<file path="src/rtl/core/lrs_pkg.sv">
// ----------------------------------------------------------------------------
// lrs_pkg
// Shared types and constants of the LSD radix sorter.
// ----------------------------------------------------------------------------
package lrs_pkg;

  localparam int KEY_W = 32;

  // One queued word from the front part to the sort engine.
  typedef struct packed {
    logic [KEY_W-1:0] key;
    logic             last;
    logic             drop;
  } lrs_entry_t;

  typedef struct packed {
    logic loading;
    logic emitting;
  } lrs_status_t;

  typedef enum logic [3:0] {
    ST_LOAD,
    ST_CLR,
    ST_CNT_RD,
    ST_CNT_DG,
    ST_CNT_WR,
    ST_PFX_RD,
    ST_PFX_WR,
    ST_SCT_RD,
    ST_SCT_DG,
    ST_SCT_WR,
    ST_NEXT,
    ST_EMIT_RD,
    ST_EMIT_LD
  } lrs_state_t;

endpackage

</file>
<file path="src/rtl/core/lrs_queue.sv">
// ----------------------------------------------------------------------------
// lrs_queue
// Two-entry queue between the front part and the sort engine.
// ----------------------------------------------------------------------------
module lrs_queue (
  input  logic               clk,
  input  logic               rst_n,
  input  logic               push,
  input  lrs_pkg::lrs_entry_t push_data,
  input  logic               pop,
  output logic               full,
  output logic               valid,
  output lrs_pkg::lrs_entry_t head
);
  import lrs_pkg::*;

  lrs_entry_t  slot_r [2];
  logic        rd_ptr_r, wr_ptr_r;
  logic [1:0]  fill_r;

  assign full  = (fill_r == 2'd2);
  assign valid = (fill_r != 2'd0);
  assign head  = slot_r[rd_ptr_r];

  always_ff @(posedge clk) begin
    if (push) begin
      slot_r[wr_ptr_r] <= push_data;
    end
  end

  always_ff @(posedge clk) begin
    if (!rst_n) begin
      rd_ptr_r <= 1'b0;
      wr_ptr_r <= 1'b0;
      fill_r   <= 2'd0;
    end else begin
      if (push) wr_ptr_r <= ~wr_ptr_r;
      if (pop)  rd_ptr_r <= ~rd_ptr_r;
      case ({push, pop})
        2'b10:   fill_r <= fill_r + 2'd1;
        2'b01:   fill_r <= fill_r - 2'd1;
        default: fill_r <= fill_r;
      endcase
    end
  end

endmodule

</file>
<file path="config.mk">
export PLATFORM = sky130hd
export DESIGN_NAME = lrs_queue
export DESIGN_NICKNAME = d
export VERILOG_FILES = /design/src/rtl/core/lrs_pkg.sv /design/src/rtl/core/lrs_queue.sv
export SDC_FILE = /design/constraint.sdc
export NUM_CORES = 1
export LEC_CHECK = 0
export ABC_AREA = 0
export BUFFER_PORTS_ARGS = -buffer_cell sky130_fd_sc_hd__buf_2
export CAP_MARGIN = 25
export CORE_UTILIZATION = 40
export CTS_CLUSTER_SIZE = 20
export DETAILED_ROUTE_END_ITERATION = 10
export PLACE_DENSITY = 0.69
export SETUP_SLACK_MARGIN = 0.5
export SKIP_CTS_REPAIR_TIMING = 1
export SYNTH_ARGS = -nofsm -noshare
export SYNTH_HDL_FRONTEND = slang
export SYNTH_SLANG_ARGS = --single-unit
export TNS_END_PERCENT = 30
</file>
<file path="constraint.sdc">
create_clock -name clk -period 2.4 [get_ports clk]
set_clock_uncertainty 0.15 [all_clocks]
set_input_delay 0 -clock clk [delete_from_list [all_inputs] [get_ports clk]]
set_output_delay 0 -clock clk [all_outputs]
set_load 0.02 [all_outputs]
</file>
Yosys cells after proc, flatten, opt, wreduce, memory -nomap -nowiden
Memory sizes are Yosys's and may differ from the RTL's. A register that Yosys moved wholly into a read port is not among the register bits.
Index checks and enable logic that the tools add are counted.
{"block": "classes", "n_reduce_logical": 2, "eq_ne": 3, "addsub": 2, "n_mux": 5, "bitwise": 2}
{"operator": "$eq 2x2->1 const B", "count": 2}
{"operator": "$mux 1", "count": 4}
{"operator": "$pmux 2 s2", "count": 1}
{"operator": "$reduce_bool 2->1", "count": 2}
{"operator": "$add 2x1->2 const B", "count": 1}
{"operator": "$eq 2x1->1 const B", "count": 1}
{"operator": "$not 1->1", "count": 2}
{"operator": "$sub 2x1->2 const B", "count": 1}
{"block": "word_totals", "ff_bits": 4, "ramBits": 68, "n_memories": 1, "out_inout_bits": 36}
{"name": "slot_r", "depth": 2, "word_bits": 34, "rd": 1, "rd_ports_with_merged_regs": 1, "write_ports": 1, "line_no": "lrs_queue.sv:17", "rtl": "lrs_entry_t slot_r [2];"}

Longest topological paths before layout
Gate-level depths: netlist of run 1.
{"block": "logic_depth", "word_depth": 3, "ltp_mapped": 5, "depth_no_buf": 5}

Worst setup path before layout of run 1
OpenSTA, ideal clock, no wires.
{"block": "synth_timing", "path_kind": "register -> register", "start": "reg wr_ptr_r", "end": "mem slot_r[0][0] (netlist name), enable pin", "required_ns": 1.823, "setup_ns": 0.427, "arrival_time_ns": 1.778, "path_stages_with_launch": 2, "setup_slack_ns": 0.045, "synth_period_minus_slack_ns": 2.355, "cell_sequence": "dfxtp_1 nor2_1"}
{"item": "start, declared", "line_no": "lrs_queue.sv:18", "rtl": "logic rd_ptr_r, wr_ptr_r;"}
{"item": "start signal, assigned", "line_no": "lrs_queue.sv:37", "rtl": "if (push) wr_ptr_r <= ~wr_ptr_r;"}
{"item": "end, declared", "line_no": "lrs_queue.sv:17"}
No word-level cell before the write port.

==> results of run 1 <==
path summary, 6_finish.rpt:
path,end,slack [ps],cells past startpoint
worst max register to register,slot_r[1][11]$_DFFE_PP_,960,2
worst min register to register,fill_r[1]$_SDFFE_PN0P_,360,2
worst min-delay path,fill_r[1]$_SDFFE_PN0P_,140,5
worst max-delay path,head[29],640,3
stage by stage:
step	setup slack (ps)	std cells	utilization	instance area, µm²	power [mW]
detailed placement	949.5	277	0.4910	3136	1.859
global route	549.1	330	0.5868	3747	3.122
CTS	609.6	293	0.5288	3377	2.994
finish	635.4	330	0.5868	3747	3.006
floorplan	611.7	128	-	2666	1.734
global placement	961.7	277	0.4910	3136	1.853
worst max-delay path: stages, from the launching register on:
cell     delay, ps
dfxtp_1        310
buf_4          400
mux2_2         400
buf_2          160
where the power goes:
part           switching, mW  total (mW)  internal (mW)
logic                  0.206       0.391          0.185
registers             0.0185        1.48           1.47
clock network          0.440        1.13          0.690
cells in the final DEF, fill, tap and decap left out, types with 2 or more instances in the layout:
| master | n |
|---|---|
| bufinv_16 | 3 |
| and2_1 | 4 |
| clkbuf_8 | 9 |
| clkinvlp_4 | 2 |
| buf_4 | 3 |
| mux2_2 | 34 |
| dlygate4sd3_1 | 37 |
| xnor2_1 | 2 |
| edfxtp_1 | 68 |
| dfxtp_1 | 5 |
| buf_2 | 73 |
layer usage:
metal  GRT usage  vias to the layer above  routed length, µm
met5           0                        -                  0
met4     0.06934                        0                 89
met3     0.03956                        9                213
met2      0.2180                       45               2504
met1      0.1589                      748               1994
li1            -                      735                  -
cells by family after synthesis:
| group | after synthesis | synth area share |
|---|---|---|
| buffers and inverters | 5 | 0.008923 |
| adders and majority gates | 1 | 0.004696 |
| AOI/OAI and AO/OA | 3 | 0.007516 |
| DFF | 73 | 0.8041 |
| xor gates and xnor gates | 3 | 0.009866 |
| and+or+nand+nor | 9 | 0.02114 |
| muxes | 34 | 0.1437 |
cell type report:
type / instances / area share
clock buffers: 9 / 0.03306
clock inverters: 7 / 0.03139
inverters: 1 / 0.001002
multi-input cells: 50 / 0.1349
flip-flops and latches: 73 / 0.5716
well taps: 77 / 0.02571
repair buffers: 113 / 0.2023
registers in the layout, summed over array words and instances, names as in the netlist, named ones only:
signal,count
fill_r,2
wr_ptr_r,1
rd_ptr_r,1
slot_r,68
==> results.toml, run 1 <==
[floorplanning]
io_pins = 74
num_rows = 29
start_util = 0.4171
die_w_um = 83.61
die_area_um2 = 6990
chipHeight_um = 83.61
core-area_um2 = 6386

[cells_and_area]
multi_input_area_um2 = 505.5
nNetsFinal = 287
syn_to_final_growth_pct = 40.68
seqCellArea_um2 = 2142
n_antenna_cell = 0
drive_gt1_frac = 0.5059
n_fill_cell = 485

[synth]
synth_edf_count = 68
synth_top_cell_by_area = "edfxtp_1"
synth-main-ff-cell = "edfxtp_1"
yosys_warnings = 0
synth_most_common_cell = "edfxtp_1"
ys_seq_area_frac = 0.8041
synthArstFlopShare = 0
synth_cells = 128
ys_top_cells_by_count = "edfxtp_1, mux2_2, dfxtp_1"
syn_area_per_cell_um2 = 20.81
synth_fp_nets = 167
synth_top_area_frac = 0.7666
netlist_area_um2 = 2664
synthTopCellsByArea = "edfxtp_1, mux2_2, dfxtp_1"
ys_seq_elements = 73
yosysUniqueCellTypes = 17

[cts]
clk_pin_slew_ps = 70
numCtsBuffers = 9
cts_buffer_depth = 2
clkLatencyLatePin_ps = 330
root_buffer = "clkbuf_8"
clock-sinks = 73
cts_tree = "yes"
h-tree-depth = 3

[routing]
post-route-drc-count = 0
num_vias = 1537
vias_per_cell = 4.658
wl_um = 4801
ant_nets = 0
wl_per_cell_um = 14.55
first_pass_iters = 3
drt-initial-drc-count = 52

[worst_hold_path]
hold_start = "push"
hold_class = "in -> reg"

[power]
ir_drop_v = 0.0004405
leakage_nw = 1.436
p_per_area_nw_per_um2 = 802.2

[run]
max_cap_viol_count = 0

[worst_setup_path]
required_ps = 2250
cp-end-kind = "output port"
arrival_ps = 1610
critPathKind = "reg -> out"
reg2reg_from = "wr_ptr_r$_SDFFE_PN0P_"
cp_max_fo = 34
setup.worst_path.start_class = "flop"

[sta]
period_share = 0.7352
max_freq_ghz = 0.5667
fin_crit_ps = 1765
worst_pin_slew_ps = 472.8
hold_ws_ps = 145.0
finalSetupViolCount = 0
slew_viol_final = 0
slew_headroom = 0.6848
hold_viol = 0
finalSetupTns_ps = 0
rsz0062_at_grt = "no"

[grt]
antenna_found_initial = 0
grt_pass1_wl_um = 6844
grt_max_degree = 35
grtUsageTotal = 0.1331
grt_overflow_total = 0
grt_pass1_vias = 1439

[place]
dp_hpwl_um = 2716
io_buffers = 73
gp_congestion = 0.6774

[status]
status = "completed"
No activity file was read; power rests on OpenSTA's default activity.
==> run 2, diff against run 1 <==
ABC_AREA = 1   (was 0)
clock period = 1.6 ns   (was 2.4 ns; I/O delays follow)
==> run 2 against run 1 <==
Against the previous run:
- sequential share of layout area fell by 2.3 points
- register-to-register slack got worse by 630 ps
- final area rose by 4.5%
- setup slack got worse by 570 ps
- area after synthesis rose by 6.4%
- via count rose by 3.0%
- non-clock buffer count rose by 3
- clock-buffer cell count rose by 2
- routed wire length rose by 4.6%
- global-route usage fell by 0.53 points
- final cell count rose by 11%
- synthesized cell count rose by 10%
- critical path type unchanged
- critical endpoint is now head[24]
- largest cell class unchanged
- highest routed layer unchanged
==> results.toml, run 2 <==
[status]
status = "completed"

[cells_and_area]
largest_register = "slot_r"
drive_gt1_frac = 0.4796
syn_to_final_growth_pct = 38.13
layout_common_cells = "buf_2, edfxtp_1, dlygate4sd3_1"
n_fill_cell = 565
nNetsFinal = 303
stdcell_area_um2 = 3916
reg.largest.list = "slot_r (68), fill_r (2)"
final_cells = 365
final_common_cell = "buf_2"
n_antenna_cell = 0
largest_reg_flops = 68

[synth]
synth_top_area_frac = 0.7202
ys_seq_area_frac = 0.7555
synth_edf_count = 68
yosys_warnings = 0
synthTopCellsByArea = "edfxtp_1, mux2_4, dfxtp_1"
synthArstFlopShare = 0
netlist_area_um2 = 2835
ys_seq_elements = 73
synth-main-ff-cell = "edfxtp_1"
synth_most_common_cell = "edfxtp_1"
ys_top_cells_by_count = "edfxtp_1, mux2_4, nor2_1"
synth_fp_nets = 180
yosysUniqueCellTypes = 13
synth_top_cell_by_area = "edfxtp_1"
syn_area_per_cell_um2 = 20.11
synth_cells = 141

[routing]
post-route-drc-count = 0
wl_per_cell_um = 13.76
num_vias = 1583
ant_nets = 0
first_pass_iters = 4
drt-initial-drc-count = 70
wl_um = 5023
vias_per_cell = 4.337

[cts]
clock-sinks = 73
numCtsBuffers = 9
cts_tree = "yes"
root_buffer = "clkbuf_8"
clk_pin_slew_ps = 70
h-tree-depth = 3
cts_buffer_depth = 2
clkLatencyLatePin_ps = 320

[floorplanning]
die_area_um2 = 7429
chipHeight_um = 86.19
core-area_um2 = 6832
num_rows = 30
die_w_um = 86.19
start_util = 0.4150
io_pins = 74

[worst_hold_path]
hold_class = "in -> reg"
hold_start = "push"
hold_path_end = "fill_r[0]$_SDFFE_PN0P_"
hold_path_depth = 4

[worst_setup_path]
arrival_ps = 1380
critPathKind = "reg -> out"
reg2reg_slack_ps = 330
required_ps = 1450
cp_max_fo = 14
setup.worst_path.start_class = "flop"
cp-end-kind = "output port"
timing.rr.end = "slot_r[1][22]$_DFFE_PP_"
reg2reg_depth = 3
reg2reg_from = "wr_ptr_r$_SDFFE_PN0P_"

[sta]
slew_viol_final = 0
finalSetupViolCount = 0
slew_headroom = 0.8362
period_share = 0.9589
rsz0062_at_grt = "yes"
worst_pin_slew_ps = 245.7
fin_crit_ps = 1534
hold_viol = 0
finalSetupTns_ps = 0
hold_ws_ps = 24.80
max_freq_ghz = 0.6518

[grt]
grt_overflow_total = 0
grt_pass1_wl_um = 6775
grt_max_degree = 35
antenna_found_initial = 0
grtUsageTotal = 0.1278
grt_pass1_vias = 1405

[power]
leakage_nw = 1.585
ir_drop_v = 0.0006393
p_per_area_nw_per_um2 = 1061

[place]
dp.cells = 311
place_area_um2 = 3341
io_buffers = 73
dp_hpwl_um = 3042
gp_congestion = 0.7464

[run]
max_cap_viol_count = 0
[run 2: changes by cell type after synthesis, sizes merged, moves of 2 or more]
cell / before / now
nor2: 1 / 11
nand2: 0 / 9
inv: 1 / 6
and2: 4 / 0
xnor2: 2 / 0
[run 2: metrics by stage]
stage / setup WS (ps) / power [mW] / utilization
after detailed placement: 367.0 / 2.811 / 0.4890
after CTS: 17.60 / 4.122 / 0.5150
after floorplan: 186.6 / 2.635 / -
after global routing: 5.242 / 4.337 / 0.5733
final: 65.80 / 4.155 / 0.5733
after global placement: 384.3 / 2.799 / 0.4890
[run 2: routing by layer]
layer | track usage | vias to the layer above | wire [µm]
met4 | 0.06818 | 0 | 45
met1 | 0.1590 | 758 | 2279
li1 | - | 775 | -
met2 | 0.1912 | 46 | 2446
met3 | 0.05238 | 4 | 252
met5 | 0 | - | 0
[run 2: worst max-delay path by stage]
stage,to,startpoint,slack [ps],cells past startpoint
6_report,head[24],flop,70,3
5_1_grt,head[24],flop,5,3
4_1_cts,head[23],flop,20,3
3_5_place_dp,slot_r[1][7]$_DFFE_PP_,wr_ptr_r$_SDFFE_PN0P_,370,3
3_3_place_gp,slot_r[1][32]$_DFFE_PP_,wr_ptr_r$_SDFFE_PN0P_,380,3
2_1_floorplan,slot_r[1][0]$_DFFE_PP_,wr_ptr_r$_SDFFE_PN0P_,190,2
[run 2: power by group]
part	leakage [nW]	internal (mW)	switching [mW]	total (mW)
Sequential	0.681	2.20	0.0357	2.24
Combinational	0.815	0.310	0.298	0.608
Clock	0.0898	0.704	0.606	1.31
[run 2: logic make-up (layout without fill, tap and decap cells)]
group,Yosys count,after routing,share of synthesized area
and+or+nand+nor,21,21,0.02869
muxes,34,34,0.1748
buffers and inverters,10,138,0.03310
DFF,73,73,0.7555
AOI/OAI and AO/OA,2,2,0.003527
adders and majority gates,1,1,0.004412
[run 2: layout make-up]
| class | count | area [µm²] | area share |
|---|---|---|---|
| clock buffers | 11 | 131.4 | 0.03355 |
| well taps | 96 | 120.1 | 0.03067 |
| multi-input cells | 58 | 609.3 | 0.1556 |
| repair buffers | 116 | 835.8 | 0.2134 |
| inverters | 6 | 26.28 | 0.006709 |
| flip-flops and latches | 73 | 2147 | 0.5482 |
| clock inverters | 5 | 46.29 | 0.01182 |
[run 2: worst max-delay path, cell delays in order, from the launching register on]
cell and delay [ps]:
dfxtp_4 410, buf_12 180, mux2_4 310, buf_2 160
