### src/rtl/core/lrs_pkg.sv
// ----------------------------------------------------------------------------
// lrs_pkg
// Shared types and constants of the LSD radix sorter.
// ----------------------------------------------------------------------------
package lrs_pkg;

  localparam int KEY_W = 32;

  // One queued word from the front part to the sort engine.
  typedef struct packed {
    logic [KEY_W-1:0] key;
    logic             last;
    logic             drop;
  } lrs_entry_t;

  typedef struct packed {
    logic loading;
    logic emitting;
  } lrs_status_t;

  typedef enum logic [3:0] {
    ST_LOAD,
    ST_CLR,
    ST_CNT_RD,
    ST_CNT_DG,
    ST_CNT_WR,
    ST_PFX_RD,
    ST_PFX_WR,
    ST_SCT_RD,
    ST_SCT_DG,
    ST_SCT_WR,
    ST_NEXT,
    ST_EMIT_RD,
    ST_EMIT_LD
  } lrs_state_t;

endpackage

### src/rtl/core/lrs_front.sv
// ----------------------------------------------------------------------------
// lrs_front
// Accepts key words, marks those beyond capacity as dropped, queues them.
// ----------------------------------------------------------------------------
module lrs_front #(
  parameter int MAX_ITEMS = 64,
  parameter int CNTW      = 7
) (
  input  logic               clk,
  input  logic               rst_n,
  input  logic               in_tvalid,
  output logic               in_tready,
  input  logic [31:0]        in_tdata,
  input  logic               in_tlast,
  input  logic               q_full,
  output logic               push,
  output lrs_pkg::lrs_entry_t push_data,
  output logic [CNTW-1:0]    fill_cnt
);
  import lrs_pkg::*;

  logic [CNTW-1:0] cnt_r, cnt_nxt;
  logic            drop;

  assign in_tready = !q_full;
  assign push      = in_tvalid && !q_full;
  assign drop      = (cnt_r == CNTW'(MAX_ITEMS));
  assign fill_cnt  = cnt_r;

  always_comb begin
    push_data.key  = in_tdata;
    push_data.last = in_tlast;
    push_data.drop = drop;
    cnt_nxt        = cnt_r;
    if (push) begin
      if (in_tlast)   cnt_nxt = '0;
      else if (!drop) cnt_nxt = cnt_r + CNTW'(1);
    end
  end

  always_ff @(posedge clk) begin
    if (!rst_n) begin
      cnt_r <= '0;
    end else begin
      cnt_r <= cnt_nxt;
    end
  end

endmodule

### config.mk
export PLATFORM = sky130hd
export DESIGN_NAME = lrs_front
export DESIGN_NICKNAME = d
export VERILOG_FILES = /design/src/rtl/core/lrs_pkg.sv /design/src/rtl/core/lrs_front.sv
export SDC_FILE = /design/constraint.sdc
export NUM_CORES = 1
export LEC_CHECK = 0
export BUFFER_PORTS_ARGS = -buffer_cell sky130_fd_sc_hd__buf_2
export CELL_PAD_IN_SITES_DETAIL_PLACEMENT = 0
export CELL_PAD_IN_SITES_GLOBAL_PLACEMENT = 1
export CORE_UTILIZATION = 21
export CTS_BUF_LIST = sky130_fd_sc_hd__clkbuf_8
export DETAILED_ROUTE_END_ITERATION = 7
export GPL_TIMING_DRIVEN = 0
export PLACE_DENSITY = 0.83
export SLEW_MARGIN = 20
export SYNTH_ARGS = -nofsm -noshare
export SYNTH_HDL_FRONTEND = slang
export SYNTH_SLANG_ARGS = --single-unit
### constraint.sdc
create_clock -name clk -period 2.15 [get_ports clk]
set_clock_uncertainty 0.15 [all_clocks]
set_input_delay 0.215 -clock clk [delete_from_list [all_inputs] [get_ports clk]]
set_output_delay 0.215 -clock clk [all_outputs]
set_load 0.02 [all_outputs]
* Yosys cells after proc, flatten, opt, wreduce, memory -nomap -nowiden
Cells that the tools add are included.
** Word-level totals
- Register bits :: 7
- Input bits :: 37
- Output and inout bits :: 43
- Logic and storage cells :: 9
** Operators by class
- Add/subtract/negate cells :: 1
- Equal/unequal tests :: 2
- Multiplexer cells :: 2
- Reductions and logical operators :: 3
** Operators with widths (count)
- $mux W7 :: 2
- $add A7 B1 Y7 const B :: 1
- $eq A7 B7 Y1 const B :: 1
- $ne A2 B2 Y1 const B :: 1
- $reduce_and A2 Y1 :: 1
- $logic_and A1 B1 Y1 :: 1
- $logic_not A1 Y1 :: 1

* Logic depth before layout (Yosys ltp)
Gate-level depths: netlist of the first run.
- Word-level depth :: 3
- Gate-level depth with buffers :: 5
- Mapped depth without buffers :: 5

* Worst setup path before layout of the first run
OpenSTA, ideal clock, no wires.
- Kind :: register -> register
- Start :: register cnt_r[3] (netlist: fill_cnt[3])
- End :: register cnt_r[0] (netlist: fill_cnt[0])
- Library setup time :: 0.075 ns
- Data arrival time :: 1.397 ns
- Required time :: 1.925 ns
- Path slack :: 0.528 ns
- Stages on the path, launching flop included :: 4
- Buffers on the path :: 0
- Period minus slack after synthesis :: 1.622 ns
- Cells stage by stage :: dfxtp_1 or4b_4 o31a_1 o22ai_1
** Between the ends
- Longest elaborated chain between the ends :: 3
** Ends and longest elaborated chain
- from (decl) :: RTL line lrs_front.sv:22 : logic [CNTW-1:0] cnt_r, cnt_nxt;
- from (signal assigned) :: RTL line lrs_front.sv:45 : cnt_r <= cnt_nxt;
- $eq A7 B7 Y1 :: RTL line lrs_front.sv:27 : assign drop = (cnt_r == CNTW'(MAX_ITEMS));
- $ne A2 B2 Y1 (no source line)
- $reduce_and A2 Y1 (no source line)
No other way between the ends.
A chain may end at the register's enable or synchronous reset.

* Worst setup path after layout of the first run
- Start :: register cnt_r[3] (netlist: fill_cnt[3])
- End :: output push_data[0] in the netlist's numbering
** Between the ends
- Longest elaborated chain between the ends :: 1
** Ends and longest elaborated chain
- $eq A7 B7 Y1 :: RTL line lrs_front.sv:27
- to (decl) :: RTL line lrs_front.sv:17 : output lrs_pkg::lrs_entry_t push_data,
No other way between the ends.

==> flow_summary.toml, run 1 <==
[sta]
drv_slew = 0
period_minus_slack_ns = 1.88
finalCritPeriodShare_pct = 87.4
setup-violations-final = 0
fmax_mhz = 532
rsz0062_at_grt = "no"
slew_headroom_pct = 72.7
worst_slew_pin_slew_ns = 0.404
tns_ns = 0
timing.final.hold_violations = 0

[yosys]
synth_cells = 85
synth_top_family_by_area = "buffers and inverters"
yosysTopAreaCellShare_pct = 37.7
yosys-top-cells-area = "buf_4 38%, dfxtp_1 21%, ha_1 3.7%, a21boi_1 3.3%, nand2_1 3.3%"
synthAdderAreaFrac_pct = 3.70
yosys.area_share.simple_pct = 18.1
synth_warnings = 0
ys_seq_area_share_pct = 20.7
synth_compound_area_share_pct = 16.5
yosys.area_share.xor_xnor_pct = 0
synth_mux_area_share_pct = 0
synth_area_leader_cell = "buf_4"
postSynthAreaPerCell_um2 = 7.96
ys_ff_latch = 7
syn-num-nets = 124
netlist_area_um2 = 677
synth_cell_types = 22

[global_route]
grt_usage_pct = 9.86
grt_pass1_vias = 623
gr-total-overflow = 0
grt_pass1_wl_mm = 2.48
grt_max_degree = 11
antenna_found_initial = 0

[floorplan]
rows = 20
io-pin-count = 80
start_util_pct = 22.2
die_height_um = 58.8
die_x_um = 58.8
die-area_mm2 = 0.00345
core-area_mm2 = 0.00305

[clock_tree]
clock_latency_ns = 0.22
cts_max_path_buffers = 2
cts_buffers = 3
cts_root_buf = "clkbuf_8"
post_cts_buffers = 0
cts_sinks = 7
cts_hold_buf = 0
h-tree-depth = 1
clkTransAtPathRegs_ns = 0.04
cts_tree = "built"
post_cts_resized = 0

[setup_path]
startpoint = "fill_cnt[3]"
reg2reg_from = "fill_cnt[3]"
path_delay_family = "simple AND/OR/NAND/NOR gates"
crit_path_start_kind = "flip-flop"
cp_num_buf_inv = 2
crit_slowest_cell = "or4b_4"
cp.required_ns = 1.78
slowest_delay_ns = 0.57
path_cells = "or4b_4 -> nor2_1 -> buf_4 -> buf_2"
worstPathArrival_ns = 1.51
crit_type = "reg2out"
path_max_fanout = 6
cp-end-kind = "primary output"

[drt]
drcViolationCount = 0
antenna_left = 0
routedWlPerCell_um = 9.62
wirelength_mm = 1.72
viasPerCell = 4.06
routed-via-count = 726
drt_iter0_markers = 27
dr.pass1.iters = 4

[job]
cap_violations = 0

[power_and_ir_drop]
p_per_area_mw_per_mm2 = 456
p_leak_nw = 0.531
vdd_drop_max_mv = 0.0871

[finish]
diodes = 0
drive_gt1_share_pct = 63.7
largest_reg_flops = 7
regArea_um2 = 140
nets = 175
multiInputGateArea_um2 = 259
nFillCells = 333
area_delta_synth_final_pct = 48.8
instances_no_fill = 179
utilization_pct = 33.0

[place]
place.gp.congestion = 0.801
portBuffers = 46
dp_cells = 175

[outcome]
status = "completed"

[min_path]
hp-class = "in2reg"
holdCritStartpoint = "rst_n"
[logic make-up after synthesis]
logic type / Yosys count
flip-flops: 7
AND/OR/NAND/NOR: 21
AO/OA/AOI/OAI: 15
buffers and inverters: 40
adder cells (fa/ha/maj): 2
[final timing paths]
path / endpoint / slack [ns] / cells past startpoint
min: fill_cnt[3] / 0.25 / 2
max: push_data[0] / 0.27 / 4
min reg2reg: fill_cnt[4] / 0.38 / 2
max reg2reg: fill_cnt[1] / 0.51 / 3
[power by group]
group          internal [W]  switching, W
clock              0.000123     0.0000542
combinational     0.0000707     0.0000773
sequential         0.000132    0.00000182
total              0.000325      0.000133
[cell usage after synthesis (all sizes together)]
| cell type | instances |
|---|---|
| dfxtp | 7 |
| a21boi | 3 |
| inv | 5 |
| o22ai | 3 |
| o311ai | 2 |
| nand3b | 2 |
| or3 | 1 |
| or4 | 2 |
| or3b | 1 |
| o311a | 1 |
| buf | 35 |
| nand2 | 6 |
| o31a | 1 |
| or4b | 1 |
| o21bai | 1 |
| nand2b | 2 |
| o21ai | 2 |
| a31oi | 2 |
| ha | 2 |
| nor2 | 3 |
| nand3 | 3 |
[through the flow]
stage                     hold slack [ns]  instance area, µm²  setup WS [ns]  total power [W]
after CTS                           0.251                1010          0.261         0.000464
after detailed placement            0.371                 962          0.455         0.000285
after global routing                0.287                1010          0.214         0.000484
after floorplan                     0.274                 677          0.528         0.000245
final                               0.250                1010          0.271         0.000459
after global placement              0.353                 962          0.498         0.000283
[routing by layer]
layer / up-vias / global-route usage, % / wire (µm)
li1: 359 / - / -
met1: 308 / 9.03 / 583
met2: 55 / 18.3 / 896
met3: 4 / 2.86 / 210
met4: 0 / 7.14 / 32
met5: - / 0 / 0
[cell type report]
type / count / share of cell area (%)
sequential: 7 / 13.9
buffer: 35 / 25.7
timing repair buffer: 46 / 22.9
multi-input combinational: 38 / 25.7
clock inverter: 1 / 0.373
clock buffer: 3 / 4.10
inverter: 5 / 1.86
tap: 44 / 5.47
[layout by cell type, fill, tap and decap left out]
cell      count
nand2_1       6
or4_1         2
buf_4        34
buf_1         1
o31a_1        1
dfxtp_1       7
nand3b_1      2
o21ai_0       2
inv_1         6
o311ai_0      2
clkbuf_8      3
or3b_4        1
ha_1          2
o311a_1       1
or3_1         1
buf_2        46
o22ai_1       3
nor2_1        3
nand3_1       3
a31oi_1       2
a21boi_1      3
or4b_4        1
o21bai_2      1
nand2b_1      2
No activity file was read; power rests on OpenSTA's default activity.
==> inputs of run 2 (changes only) <==
--- a/config.mk
+++ b/config.mk
@@ -5,6 +5,7 @@
 export SDC_FILE = /design/constraint.sdc
 export NUM_CORES = 1
 export LEC_CHECK = 0
+export ABC_AREA = 1
 export BUFFER_PORTS_ARGS = -buffer_cell sky130_fd_sc_hd__buf_2
 export CELL_PAD_IN_SITES_DETAIL_PLACEMENT = 0
 export CELL_PAD_IN_SITES_GLOBAL_PLACEMENT = 1
@@ -12,7 +13,7 @@
 export CTS_BUF_LIST = sky130_fd_sc_hd__clkbuf_8
 export DETAILED_ROUTE_END_ITERATION = 7
 export GPL_TIMING_DRIVEN = 0
-export PLACE_DENSITY = 0.83
+export PLACE_DENSITY = 0.81
 export SLEW_MARGIN = 20
 export SYNTH_ARGS = -nofsm -noshare
 export SYNTH_HDL_FRONTEND = slang
==> run 2 against run 1 <==
  * First-iteration DRC count decreased by 81%
  * Total power rose by 9.6%
  * Register-to-register slack gained 0.09 ns
  * Sequential power increased by 5%
  * Final cell count up 18%
  * Synthesized cell count increased by 35%
  * Non-clock buffer count did not move
  * Clock power rose by 7%
  * Die area increased by 11%
==> flow_summary.toml, run 2 <==
[outcome]
status = "completed"

[sta]
fmax_mhz = 563
slew_headroom_pct = 84.1
worst_slew_pin_slew_ns = 0.238
rsz0062_at_grt = "no"
timing.final.hold_violations = 0
drv_slew = 0
finalCritPeriodShare_pct = 82.7
period_minus_slack_ns = 1.78
setup-violations-final = 0
tns_ns = 0

[yosys]
yosysTopAreaCellShare_pct = 33.8
synth_edf_count = 0
ys_ff_latch = 7
ys_seq_area_share_pct = 18.5
synth_cell_types = 17
synth_cells = 115
synth_warnings = 0
syn-num-nets = 154
synthTopCellsByCount = "34 x buf_4, 21 x nand2_1, 15 x inv_1"
postSynthAreaPerCell_um2 = 6.57
netlist_area_um2 = 756
yosys-top-cells-area = "buf_4 34%, dfxtp_1 19%, nand2_1 10%, inv_1 7.5%, nor2_1 7.0%"
postSynth.asyncResetShare_pct = 0
synth_area_leader_cell = "buf_4"
ys.flop_type = "dfxtp_1"
synth.most_common_cell = "buf_4"

[floorplan]
io-pin-count = 80
start_util_pct = 22.3
core-area_mm2 = 0.00339
die_x_um = 62.0
die_height_um = 62.0
rows = 21
die-area_mm2 = 0.00384

[global_route]
gr-total-overflow = 0
use_met2_pct = 14.9
met1_usage_pct = 8.81
grt_max_degree = 8
grt_usage_pct = 8.75
met3_usage_pct = 1.24
grt_pass1_wl_mm = 2.35
grt_pass1_vias = 632
antenna_found_initial = 0
top_usage_layer = "met2"

[drt]
viasPerCell = 3.78
antenna_left = 0
routed-via-count = 801
drcViolationCount = 0
routedWlPerCell_um = 7.62
wirelength_mm = 1.62
dr.pass1.iters = 3
drt_iter0_markers = 5

[place]
portBuffers = 47
dp_cells = 208
hpwl_mm = 1.35
postPlaceCellArea_mm2 = 0.00105
place.gp.congestion = 0.801

[finish]
final_cell_mix = "47 x buf_2, 34 x buf_4, 21 x nand2_1"
final_common_cell = "buf_2"
diodes = 0
largest_reg_flops = 7
nets = 206
regArea_um2 = 140
area_delta_synth_final_pct = 44.7
nFillCells = 384
instances_no_fill = 212
drive_gt1_share_pct = 56.6
final_area_mm2 = 0.00109
multiInputGateArea_um2 = 300
utilization_pct = 32.3

[min_path]
min_path_cells = 3
hp-class = "in2reg"

[clock_tree]
post_cts_buffers = 0
clock_latency_ns = 0.24
cts_buffers = 3
cts_sinks = 7
clkTransAtPathRegs_ns = 0.04
cts_hold_buf = 0
h-tree-depth = 1
post_cts_resized = 0
cts_tree = "built"
cts_max_path_buffers = 2
cts_root_buf = "clkbuf_8"

[power_and_ir_drop]
p_per_area_mw_per_mm2 = 460
p_leak_nw = 0.632
vdd_drop_max_mv = 0.128

[setup_path]
worstPathArrival_ns = 1.41
path_max_fanout = 6
crit_path_start_kind = "flip-flop"
cp.required_ns = 1.78
crit_type = "reg2out"
cp-end-kind = "primary output"
reg2regPathDepth = 10

[job]
cap_violations = 0
==> run 2: cell types whose count changed after synthesis, sizes merged, moves of 2 or more <==
cell	delta
nor2	+16
nand4	+2
a21boi	-3
a31oi	-2
nand2	+16
or4	-2
nand3b	-2
inv	+11
o311ai	-2
a21oi	+4
o22ai	-3
nand3	+3
nand2b	-2
==> run 2: cell families after synthesis <==
logic type	share of synthesized area (%)
adders and majority gates	3.31
buffers and inverters	41.7
and+or+nand+nor	32.0
AOI/OAI and AO/OA	4.47
DFF	18.5
==> run 2: layer usage <==
layer | vias up | wire, µm
li1 | 418 | -
met1 | 327 | 656
met2 | 49 | 750
met3 | 7 | 141
met4 | 0 | 67
met5 | - | 0
==> run 2: critical path: stages (launching register included) <==
cell and delay [ns]:
dfxtp_1 0.40, inv_1 0.07, ha_1 0.20, nand2_1 0.06
inv_1 0.07, nand3_2 0.08, inv_1 0.04, buf_4 0.11
buf_2 0.14
==> run 2: layout make-up <==
class	instances	area share, %
multi-input cells	58	27.5
plain buffers	34	23.3
repair buffers	47	21.5
flip-flops and latches	7	12.8
inverters	16	5.49
well taps	46	5.26
clock buffers	3	3.78
clock inverters	1	0.343
==> run 2: path summary, 6_finish.rpt <==
| check | slack (ns) | endpoint | startpoint |
|---|---|---|---|
| setup / recovery | 0.37 | push_data[0] | fill_cnt[0] |
| hold / removal | 0.11 | fill_cnt[1] | rst_n |
| setup reg to reg | 0.60 | fill_cnt[1] | fill_cnt[0] |
| hold reg to reg | 0.39 | fill_cnt[1] | fill_cnt[1] |
==> run 2: power by group <==
part           internal [W]  switching (W)
sequential         0.000134     0.00000535
clock              0.000124      0.0000654
combinational     0.0000795      0.0000943
==> run 2: stage by stage <==
stage	setup slack, ns	power [W]	hold WS, ns
floorplan	0.647	0.000271	0.185
global placement	0.630	0.000316	0.359
detailed placement	0.617	0.000317	0.359
CTS	0.363	0.000511	0.109
global route	0.275	0.000536	0.136
finish	0.372	0.000503	0.111
